### src/hw/rtl/adaa_tanh_distortion_assert.svh
// assertion helpers for the waveshaper, clocked on clk with reset rst_n
`ifndef ADAA_TANH_DISTORTION_ASSERT_SVH
`define ADAA_TANH_DISTORTION_ASSERT_SVH

// same-cycle implication
`define ADAA_ASSERT_IMP(lbl, ante, cons, msg) \
  lbl: assert property (@(posedge clk) disable iff (!rst_n) (ante) |-> (cons)) \
    else $error(msg);

// next-cycle implication
`define ADAA_ASSERT_NXT(lbl, ante, cons, msg) \
  lbl: assert property (@(posedge clk) disable iff (!rst_n) (ante) |=> (cons)) \
    else $error(msg);

`endif

### src/hw/rtl/adaa_div.sv
// ----------------------------------------------------------------------------
// adaa_div
// Restoring unsigned divider, one quotient bit per cycle.
// ----------------------------------------------------------------------------
module adaa_div #(
  parameter int NW = 45,
  parameter int DW = 25
) (
  input  logic          clk,
  input  logic          rst_n,
  input  logic          start,
  input  logic [NW-1:0] num,
  input  logic [DW-1:0] den,
  output logic          done,
  output logic [NW-1:0] quo
);

  localparam int CNT_W = $clog2(NW + 1);

  logic [DW-1:0]    rem_r, rem_nxt;
  logic [NW-1:0]    quo_r, quo_nxt;
  logic [DW-1:0]    den_r, den_nxt;
  logic [CNT_W-1:0] cnt_r, cnt_nxt;
  logic             busy_r, busy_nxt;
  logic             done_r, done_nxt;
  logic [DW:0]      shifted;
  logic [DW:0]      trial;

  // one compare and subtract step
  always_comb begin
    rem_nxt  = rem_r;
    quo_nxt  = quo_r;
    den_nxt  = den_r;
    cnt_nxt  = cnt_r;
    busy_nxt = busy_r;
    done_nxt = 1'b0;
    shifted  = {rem_r, quo_r[NW-1]};
    trial    = shifted - {1'b0, den_r};
    if (start) begin
      rem_nxt  = '0;
      quo_nxt  = num;
      den_nxt  = den;
      cnt_nxt  = CNT_W'(NW);
      busy_nxt = 1'b1;
    end else if (busy_r) begin
      if (shifted >= {1'b0, den_r}) begin
        rem_nxt = trial[DW-1:0];
        quo_nxt = {quo_r[NW-2:0], 1'b1};
      end else begin
        rem_nxt = shifted[DW-1:0];
        quo_nxt = {quo_r[NW-2:0], 1'b0};
      end
      cnt_nxt = cnt_r - 1'b1;
      if (cnt_r == CNT_W'(1)) begin
        busy_nxt = 1'b0;
        done_nxt = 1'b1;
      end
    end
  end

  always_ff @(posedge clk) begin
    if (!rst_n) begin
      busy_r <= 1'b0;
      done_r <= 1'b0;
      cnt_r  <= '0;
    end else begin
      busy_r <= busy_nxt;
      done_r <= done_nxt;
      cnt_r  <= cnt_nxt;
    end
    rem_r <= rem_nxt;
    quo_r <= quo_nxt;
    den_r <= den_nxt;
  end

  assign done = done_r;
  assign quo  = quo_r;

endmodule

### config.mk
export PLATFORM = sky130hd
export DESIGN_NAME = adaa_div
export DESIGN_NICKNAME = d
export VERILOG_FILES = /design/src/hw/rtl/adaa_tanh_distortion_assert.svh /design/src/hw/rtl/adaa_div.sv
export SDC_FILE = /design/constraint.sdc
export NUM_CORES = 1
export LEC_CHECK = 0
export ABC_AREA = 1
export BUFFER_PORTS_ARGS = -buffer_cell sky130_fd_sc_hd__clkbuf_2
export CAP_MARGIN = 20
export CORE_ASPECT_RATIO = 0.7
export CORE_UTILIZATION = 40
export CTS_CLUSTER_DIAMETER = 80
export CTS_CLUSTER_SIZE = 8
export DETAILED_ROUTE_END_ITERATION = 8
export SETUP_SLACK_MARGIN = 0.1
export SYNTH_ARGS = -nofsm -noshare
export SYNTH_HDL_FRONTEND = slang
export SYNTH_SLANG_ARGS = --single-unit
### constraint.sdc
create_clock -name clk -period 6.86 [get_ports clk]
set_input_delay 1.029 -clock clk [delete_from_list [all_inputs] [get_ports clk]]
set_output_delay 1.029 -clock clk [all_outputs]
set_load 0.01 [all_outputs]
==> run summary, run 1 <==
* CTS buffer count: 9
* CP Buf/Inv Count: 2
* Via Count: 5497
* storage element area: 2760 sq um
* total gr overflow: 0
* slowest cell on the critical path: sky130_fd_sc_hd__nand2_2
* IR drop worst, VDD: 0.141 mV
* Reg2Reg Depth: 10
* total power per unit cell area: 199 nW/um^2
* pin slew with the least headroom to its limit: 848 ps
* Hold Crit Endpoint: rem_r[24]$_SDFFE_PP0P_
* crit path kind: reg -> reg
* number of DRC violations after detailed routing: 0
* total iterations of the first detailed-routing run: 7
* endpoint of the worst-slack reg-to-reg timing path: quo[0]$_DFFE_PP_
* async set or reset register ratio after synthesis: 0
* Worst Hold Path Cells: 2
* die area: 16200 sq um
* multi-input gate area in the final layout: 2830 sq um
* via density per instance: 4.72
* count of pins on the block boundary: 119
* first-pass GRT wire length: 25700 microns
* largest clock skew in the final design: 8.67 ps
* top fanout value on the critical path: 26
* unrepaired setup endpoints after global routing: no
* cell area after synthesis: 6290 sq um
* type of the most critical hold path: reg -> reg
* synthesized area per cell: 7.37 sq um
* standard-cell row count: 37
* most instantiated flip-flop cell in the synthesis netlist: sky130_fd_sc_hd__edfxtp_1
* Leak Pwr: 0.00388 uW
* layout-stage area growth over the synthesis result: 16.9%
* number of inserted diodes: 0
* yosys warns: 0
* detailed placement HPWL: 11500 microns
* post-cts resize count: 0
* series of cell instances along the critical path: inv_1 -> ha_1 -> inv_1 -> fa_1 -> nand3_1 -> nand3_2 -> nand2_2 -> nand3_4 -> nand2_1 -> nand2_1
* FF-to-FF Start: quo[44]$_DFFE_PP_
* utilization of the core after routing: 0.490
* setup violation total in the final timing report: 0
* sequential fraction of the synthesis area: 0.439
* Worst setup EP type: register
* achievable clock frequency: 342 MHz
* clock transition at the registers of the reported paths: 80 ps
* Max-slew headroom: 0.434
* Post-CTS Repair Setup Buffers: 0
* number of buffers added on ports: 118
* placeable core region: 15000 sq um
* status: completed
* final clock period utilization by the worst path: 0.427
* Post-Route WL: 15700 microns
* MaxCap Viol Count: 0
* Net count, final: 1065
* final-layout fill cell count: 1550
* number of global-route vias before repair: 5117
* post-synthesis cell count: 853
* sink count of the clock tree: 103
* overall routing resource usage: 0.199
* initial detailed-routing violation count: 360
* H-tree level count: 3
* Root Buffer Master: sky130_fd_sc_hd__clkbuf_16
* crit path DAT: 3030 ps
* Largest stage delay, worst path: 510 ps
* global placer's final weighted congestion: 0.890
* die boundary width: 152 microns
* Seq cells post-synth: 103
* number of distinct library cells after synthesis: 36
* buffers from clock root to sink, at most: 2
* share of post-route cells with drive strength above 1: 0.181
* Fin. Hold Viols: 0
* critical path data required time: 6970 ps
* count of pins over their slew limit: 0
* net count after synthesis: 954
* minimum clock period after layout: 2930 ps
* CTS hold repair buffers: 0
* initial core utilization: 0.419
* Die H: 107 microns
* HP Start: rem_r[24]$_SDFFE_PP0P_
* average wire length per cell after detail routing: 13.5 microns
* sum of negative setup slack: 0 ps
* CTS tree: built
* Reg2Reg Setup Slack: 3930 ps
* maximum number of pins on one net before global-route repair: 76
* count of antenna-violating nets left after detailed routing: 0
* Clock Latency Late Sink: 350 ps
* CP startpoint kind: register
* number of flops mapped to enable cells by yosys: 70
* cell family contributing the most delay on the critical path: simple AND/OR/NAND/NOR gates
* number of antenna violations at the first check in global routing: 0
-- area by class of cell --
class	count	area share
Clock buffer	10	0.0312
Timing Repair Buffer	123	0.0872
Sequential cell	103	0.376
Inverter	155	0.0792
Multi-Input combinational cell	572	0.385
Clock inverter	6	0.00868
Tap cell	195	0.0332
-- power by group --
group	internal (uW)	leakage, uW	switching [uW]	total (uW)
registers	716	0.000975	24.0	740
logic	77.7	0.00276	127	204
clock network	257	0.000140	263	520
-- cell usage after synthesis (10+ instances only) --
cell type                    n  area share
sky130_fd_sc_hd__edfxtp_1   70        0.33
sky130_fd_sc_hd__inv_1     147       0.088
sky130_fd_sc_hd__clkbuf_1   14      0.0084
sky130_fd_sc_hd__xnor2_1    12       0.017
sky130_fd_sc_hd__nand4_1    31       0.031
sky130_fd_sc_hd__nand2_1   349        0.21
sky130_fd_sc_hd__nand3_2    10       0.016
sky130_fd_sc_hd__dfxtp_1    33        0.11
sky130_fd_sc_hd__ha_1       27       0.054
sky130_fd_sc_hd__nand3_1    50       0.040
sky130_fd_sc_hd__a21oi_1    14       0.011
sky130_fd_sc_hd__nor2_1     31       0.019
-- flip-flops by register name, indices dropped and copies added, names as in the netlist --
| register | flops |
|---|---|
| quo | 45 |
| rem_r | 25 |
| done | 1 |
| den_r | 25 |
| cnt_r | 6 |
| busy_r | 1 |
-- cells by family (layout without fill, tap and decap cells) --
kind of cell	after synthesis	count (layout)	share of synthesized area
simple gates	499	499	0.345
buf+inv	178	294	0.111
flops	103	103	0.439
compound gates	33	33	0.0304
fa+ha+maj	28	28	0.0569
xor+xnor	12	12	0.0167
-- cells in the final DEF (no fill, tap or decap), types with 2 or more instances in the layout --
cell | Yosys | layout
sky130_fd_sc_hd__clkbuf_2 | 0 | 117
sky130_fd_sc_hd__inv_2 | 7 | 8
sky130_fd_sc_hd__nand3_4 | 2 | 2
sky130_fd_sc_hd__nand2_2 | 5 | 5
sky130_fd_sc_hd__dfxtp_1 | 33 | 33
sky130_fd_sc_hd__nor2_1 | 31 | 31
sky130_fd_sc_hd__nand3b_1 | 2 | 2
sky130_fd_sc_hd__edfxtp_1 | 70 | 70
sky130_fd_sc_hd__o21ai_0 | 7 | 7
sky130_fd_sc_hd__inv_8 | 0 | 2
sky130_fd_sc_hd__nand3_2 | 10 | 10
sky130_fd_sc_hd__buf_4 | 0 | 4
sky130_fd_sc_hd__ha_1 | 27 | 27
sky130_fd_sc_hd__o21ai_1 | 5 | 5
sky130_fd_sc_hd__nor3_1 | 4 | 4
sky130_fd_sc_hd__and2_1 | 3 | 3
sky130_fd_sc_hd__nor2_2 | 7 | 7
sky130_fd_sc_hd__xnor2_1 | 12 | 12
sky130_fd_sc_hd__inv_1 | 147 | 146
sky130_fd_sc_hd__clkbuf_16 | 0 | 9
sky130_fd_sc_hd__a21oi_1 | 14 | 14
sky130_fd_sc_hd__o31ai_1 | 2 | 2
sky130_fd_sc_hd__nand2_1 | 349 | 349
sky130_fd_sc_hd__nand4_1 | 31 | 31
sky130_fd_sc_hd__nand3_1 | 50 | 50
-- metal layers --
metal,vias up,global-route usage,part of all wire
met1,2423,0.301,0.52
met3,4,0.0517,0.076
met4,0,0.0336,0.0032
li1,2892,-,-
met5,-,0,0
met2,178,0.282,0.40
-- per-stage QoR --
step           total power, uW  hold slack [ps]  instances  cell area, sq um  worst slack (ps)
2_1_floorplan              871              439        853              6290              3840
3_3_place_gp               955              460       1147              7040              3450
3_5_place_dp               959              461       1148              7060              3790
4_1_cts                   1480              474       1164              7350              3950
5_1_grt                   1530              503       1164              7350              3680
6_report                  1460              472       1164              7350              3930
-- how the worst max path moves through the flow --
stage                                   end  cells past startpoint           startpoint  slack (ps)
after detailed placement  quo[41]$_DFFE_PP_                      6                start        3790
final                      quo[0]$_DFFE_PP_                     10    quo[44]$_DFFE_PP_        3930
after global placement    quo[44]$_DFFE_PP_                      5                start        3450
after CTS                  quo[0]$_DFFE_PP_                     10    quo[44]$_DFFE_PP_        3950
after floorplan            quo[0]$_DFFE_PP_                      3                start        3840
after global routing       quo[0]$_DFFE_PP_                     12  den_r[12]$_DFFE_PP_        3680
-- worst min-delay path: stages (launching register included) --
cell and delay, ps:
sky130_fd_sc_hd__dfxtp_1 320, sky130_fd_sc_hd__nand2_1 60, sky130_fd_sc_hd__nand2_1 40
(Power assumes the default switching activity.)
==> inputs of run 2 (changes only) <==
clock period = 3 ns   (was 6.86 ns; I/O delays follow)
==> run 2 against run 1 <==
Total power grew 130%. Register-to-register slack lost 3200 ps. Die area is the same. Largest power group unchanged. Global-route usage grew 0.32 points. Critical path type unchanged. Clock-buffer cell count is the same. Non-clock buffer count grew 4.
==> run summary, run 2 (same netlist as run 1, synthesis figures left out) <==
* Root Buffer Master: sky130_fd_sc_hd__clkbuf_16
* placeable core region: 15000 sq um
* pin slew with the least headroom to its limit: 840 ps
* number of global-route vias before repair: 5146
* total power per unit cell area: 451 nW/um^2
* overall routing resource usage: 0.202
* leading cell type in the layout, fill and taps excluded: sky130_fd_sc_hd__nand2_1
* cell family contributing the most delay on the critical path: simple AND/OR/NAND/NOR gates
* Largest stage delay, worst path: 440 ps
* layout-stage area growth over the synthesis result: 17.1%
* initial core utilization: 0.419
* slowest cell on the critical path: sky130_fd_sc_hd__fa_1
* setup violation total in the final timing report: 0
* Net count, final: 1069
* status: completed
* crit path DAT: 2390 ps
* sink count of the clock tree: 103
* average wire length per cell after detail routing: 13.5 microns
* number of inserted diodes: 0
* top library cells by usage in the layout, fill and taps aside: sky130_fd_sc_hd__nand2_1, sky130_fd_sc_hd__inv_1, sky130_fd_sc_hd__clkbuf_2
* achievable clock frequency: 440 MHz
* crit path kind: reg -> reg
* global placer's final weighted congestion: 0.929
* Fin. Hold Viols: 0
* Die H: 107 microns
* Via Count: 5497
* CTS buffer count: 9
* minimum clock period after layout: 2270 ps
* critical path data required time: 3120 ps
* CTS hold repair buffers: 0
* CTS tree: built
* count of antenna-violating nets left after detailed routing: 0
* count of pins on the block boundary: 119
* maximum number of pins on one net before global-route repair: 73
* Clock Latency Late Sink: 360 ps
* Post-CTS Repair Setup Buffers: 0
* Leak Pwr: 0.00389 uW
* via density per instance: 4.71
* max reg flops: 45
* die boundary width: 152 microns
* utilization of the core after routing: 0.491
* count of pins over their slew limit: 0
* number of buffers added on ports: 118
* post-cts resize count: 0
* total iterations of the first detailed-routing run: 5
* top fanout value on the critical path: 26
* largest clock skew in the final design: 14.5 ps
* clock transition at the registers of the reported paths: 80 ps
* initial detailed-routing violation count: 406
* standard-cell row count: 37
* unrepaired setup endpoints after global routing: no
* buffers from clock root to sink, at most: 2
* first-pass GRT wire length: 26100 microns
* number of antenna violations at the first check in global routing: 0
* number of DRC violations after detailed routing: 0
* share of post-route cells with drive strength above 1: 0.184
* Worst setup EP type: register
* Post-Route WL: 15800 microns
* die area: 16200 sq um
* total gr overflow: 0
* detailed placement HPWL: 11500 microns
* type of the most critical hold path: in -> reg
* sum of negative setup slack: 0 ps
* Max-slew headroom: 0.440
* CP Buf/Inv Count: 2
* H-tree level count: 3
* CP startpoint kind: register
* IR drop worst, VDD: 0.325 mV
* final clock period utilization by the worst path: 0.757
* MaxCap Viol Count: 0
* series of cell instances along the critical path: inv_1 -> ha_1 -> inv_1 -> fa_1 -> nand3_1 -> nand3_2 -> nand2_2 -> nand3_4 -> nand2_1 -> nand2_1
[run 2: metal layers]
metal | track usage | vias up | wire length [microns]
met1 | 0.315 | 2437 | 8510
met2 | 0.269 | 155 | 5940
met3 | 0.0574 | 8 | 1220
li1 | - | 2897 | -
met5 | 0 | - | 0
met4 | 0.0407 | 0 | 123
[run 2: final cells by class]
class,instances,area (sq um)
Clock buffer,10,229
Timing Repair Buffer,127,658
Fill cell,1526,7630
Tap cell,195,244
Inverter,155,582
Multi-Input combinational cell,572,2830
Sequential cell,103,2760
Clock inverter,6,63.8
[run 2: worst paths after layout]
kind / from / to / slack [ps] / depth (start not counted)
min: den[15] / den_r[15]$_DFFE_PP_ / 260 / 1
max reg2reg: quo[44]$_DFFE_PP_ / quo[0]$_DFFE_PP_ / 730 / 10
max: quo[44]$_DFFE_PP_ / quo[0]$_DFFE_PP_ / 730 / 10
min reg2reg: rem_r[11]$_SDFFE_PP0P_ / rem_r[11]$_SDFFE_PP0P_ / 480 / 2
[run 2: where the power goes]
group | internal, uW | switching [uW] | leakage [uW]
registers | 1640 | 52.9 | 0.000975
clock network | 589 | 581 | 0.000140
logic | 175 | 289 | 0.00278
[run 2: worst reg2reg max path, delay by kind of cell (launching register included)]
family                   cells  cell delay, ps
adder cells (fa/ha/maj)      2             580
flip-flops                   1             380
buffers and inverters        2             150
AND/OR/NAND/NOR              6             930
[run 2: per-stage QoR]
stage | area (sq um) | instances | worst slack [ps] | hold WS (ps) | power, uW
2_1_floorplan | 6290 | 853 | 541 | 439 | 1990
3_3_place_gp | 7070 | 1152 | 766 | 461 | 2190
3_5_place_dp | 7070 | 1152 | 717 | 463 | 2190
4_1_cts | 7370 | 1168 | 730 | 255 | 3360
5_1_grt | 7370 | 1168 | 545 | 251 | 3490
6_report | 7370 | 1168 | 728 | 260 | 3320
==> inputs of run 3 (changes only) <==
clock period = 2.3 ns   (was 3 ns; I/O delays follow)
==> run 3 against run 2 <==
Global-route usage decreased by 0.15 points. Via count increased by 0.98%. Clock-buffer cell count unchanged. Critical path depth increased by 4. Setup slack got worse by 480 ps. Sequential cell count unchanged. Total power increased by 31%. Cell count increased by 0.60%. Sequential share of layout area decreased by 0.43 points. First-iteration DRC count decreased by 31%. Core utilization increased by 0.58 points. Non-clock buffer count increased by 7. Critical endpoint is now rem_r[11]$_SDFFE_PP0P_. Highest routed layer unchanged.
==> run summary, run 3 (same netlist as run 1, synthesis figures left out) <==
* cell family contributing the most delay on the critical path: simple AND/OR/NAND/NOR gates
* detailed placement HPWL: 12100 microns
* CTS tree: built
* standard-cell row count: 37
* setup violation total in the final timing report: 0
* count of pins on the block boundary: 119
* top library cells by usage in the layout, fill and taps aside: sky130_fd_sc_hd__nand2_1, sky130_fd_sc_hd__inv_1, sky130_fd_sc_hd__clkbuf_2
* slowest cell on the critical path: sky130_fd_sc_hd__ha_1
* Worst setup EP type: register
* H-tree level count: 3
* placeable core region: 15000 sq um
* Root Buffer Master: sky130_fd_sc_hd__clkbuf_16
* die boundary width: 152 microns
* Fin. Hold Viols: 0
* power dissipated by switching net loads: 1220 uW
* count of antenna-violating nets left after detailed routing: 0
* crit path DAT: 2310 ps
* minimum clock period after layout: 2050 ps
* first-pass GRT wire length: 25900 microns
* average wire length per cell after detail routing: 13.3 microns
* sink count of the clock tree: 103
* number of DRC violations after detailed routing: 0
* via density per instance: 4.72
* Clock Latency Late Sink: 360 ps
* Post-CTS Repair Setup Buffers: 0
* CTS hold repair buffers: 0
* CTS buffer count: 9
* status: completed
* initial detailed-routing violation count: 282
* buffers from clock root to sink, at most: 2
* critical path data required time: 2560 ps
* FF-to-FF Start: den_r[2]$_DFFE_PP_
* top fanout value on the critical path: 5
* total iterations of the first detailed-routing run: 4
* Net count, final: 1076
* total gr overflow: 0
* unrepaired setup endpoints after global routing: yes
* global placer's final weighted congestion: 0.901
* leading cell type in the layout, fill and taps excluded: sky130_fd_sc_hd__nand2_1
* part of the total power dissipated in combinational logic: 0.142
* internal power component: 3140 uW
* number of inserted diodes: 0
* Largest stage delay, worst path: 370 ps
* final critical-path setup slack: 247 ps
* switching share of total power: 0.280
* number of antenna violations at the first check in global routing: 0
* HP Start: den[17]
* critical path's most frequent cell: sky130_fd_sc_hd__nand2_1
* overall routing resource usage: 0.200
* Die H: 107 microns
* pre-CTS setup slack: 206 ps
* number of global-route vias before repair: 5203
* count of pins over their slew limit: 0
* series of cell instances along the critical path: inv_1 -> ha_1 -> nand2_1 -> nand2_1 -> inv_1 -> nand2_1 -> nand2_1 -> nand2_1 -> nand2_1 -> nand2_1 -> xnor2_1 -> nand2_1 -> nand3_1 -> nand2_1
* CP Buf/Inv Count: 2
* largest clock skew in the final design: 8.01 ps
* total power per unit cell area: 585 nW/um^2
* CP startpoint kind: register
* achievable clock frequency: 487 MHz
* initial core utilization: 0.419
* crit path kind: reg -> reg
* MaxCap Viol Count: 0
* IR drop worst, VDD: 0.461 mV
* clock transition at the registers of the reported paths: 80 ps
* max reg flops: 45
* part of the total power dissipated in sequential elements: 0.506
* die area: 16200 sq um
* Critical path origin: den_r[2]$_DFFE_PP_
* number of buffers added on ports: 118
* share of post-route cells with drive strength above 1: 0.192
* Leak Pwr: 0.00393 uW
* sum of negative setup slack: 0 ps
* final clock period utilization by the worst path: 0.893
* pin slew with the least headroom to its limit: 467 ps
* Post-Route WL: 15600 microns
* Max-slew headroom: 0.689
* clock network fraction of total power: 0.352
* layout-stage area growth over the synthesis result: 18.5%
* type of the most critical hold path: in -> reg
* maximum number of pins on one net before global-route repair: 46
* Via Count: 5551
-- run 3: changes by cell type in the layout (fill, tap and decap cells not counted), sizes merged --
| cell | before | now |
|---|---|---|
| buf | 10 | 17 |
| clkinv | 2 | 3 |
| inv | 158 | 157 |
-- run 3: cell type report --
class,count,area [sq um]
clock buffers,10,229
clock inverters,6,63.8
fillers,1576,7550
inverters,155,582
multi-input cells,572,2830
flip-flops and latches,103,2760
well taps,195,244
repair buffers,134,739
-- run 3: power groups by stage --
| stage | registers (uW) | logic, uW | clock network (uW) |
|---|---|---|---|
| after CTS | 2210 | 621 | 1580 |
| after global placement | 2250 | 616 | 0 |
| after global routing | 2220 | 697 | 1650 |
| after floorplan | 2270 | 325 | 0 |
| after detailed placement | 2240 | 621 | 0 |
| final | 2200 | 618 | 1530 |
-- run 3: routing by layer --
layer,vias up,routed length (microns),share of wire,track usage
met5,-,0,0,0
met1,2486,8560,0.55,0.310
met3,10,991,0.063,0.0513
li1,2917,-,-,-
met2,138,5970,0.38,0.274
met4,0,128,0.0082,0.0407
-- run 3: through the flow --
step / hold slack, ps / power, uW / cell area (sq um) / instances / util
final: 157 / 4360 / 7450 / 1175 / 0.497
after global placement: 459 / 2860 / 7150 / 1159 / 0.477
after detailed placement: 460 / 2860 / 7150 / 1159 / 0.477
after CTS: 145 / 4400 / 7440 / 1175 / 0.496
after global routing: 150 / 4570 / 7450 / 1175 / 0.497
after floorplan: 439 / 2600 / 6290 / 853 / -
-- run 3: worst register-to-register path, stage by stage (launching register included) --
cell	delay, ps
sky130_fd_sc_hd__edfxtp_1	320
sky130_fd_sc_hd__inv_1	40
sky130_fd_sc_hd__ha_1	370
sky130_fd_sc_hd__nand2_1	100
sky130_fd_sc_hd__nand2_1	100
sky130_fd_sc_hd__inv_1	40
sky130_fd_sc_hd__nand2_1	120
sky130_fd_sc_hd__nand2_1	60
sky130_fd_sc_hd__nand2_1	210
sky130_fd_sc_hd__nand2_1	90
sky130_fd_sc_hd__nand2_1	160
sky130_fd_sc_hd__xnor2_1	140
sky130_fd_sc_hd__nand2_1	70
sky130_fd_sc_hd__nand3_1	90
sky130_fd_sc_hd__nand2_1	60
-- run 3: worst paths after layout --
kind	cells past startpoint	slack (ps)	endpoint
worst max-delay path	14	250	rem_r[11]$_SDFFE_PP0P_
worst min-delay path	1	160	den_r[17]$_DFFE_PP_
worst max register to register	14	250	rem_r[11]$_SDFFE_PP0P_
worst min register to register	2	480	rem_r[24]$_SDFFE_PP0P_
-- run 3: repair_timing --
item,CTS,global route
gates resized for setup,0,3
setup endpoints to repair,0,18
hold endpoints to repair,0,0
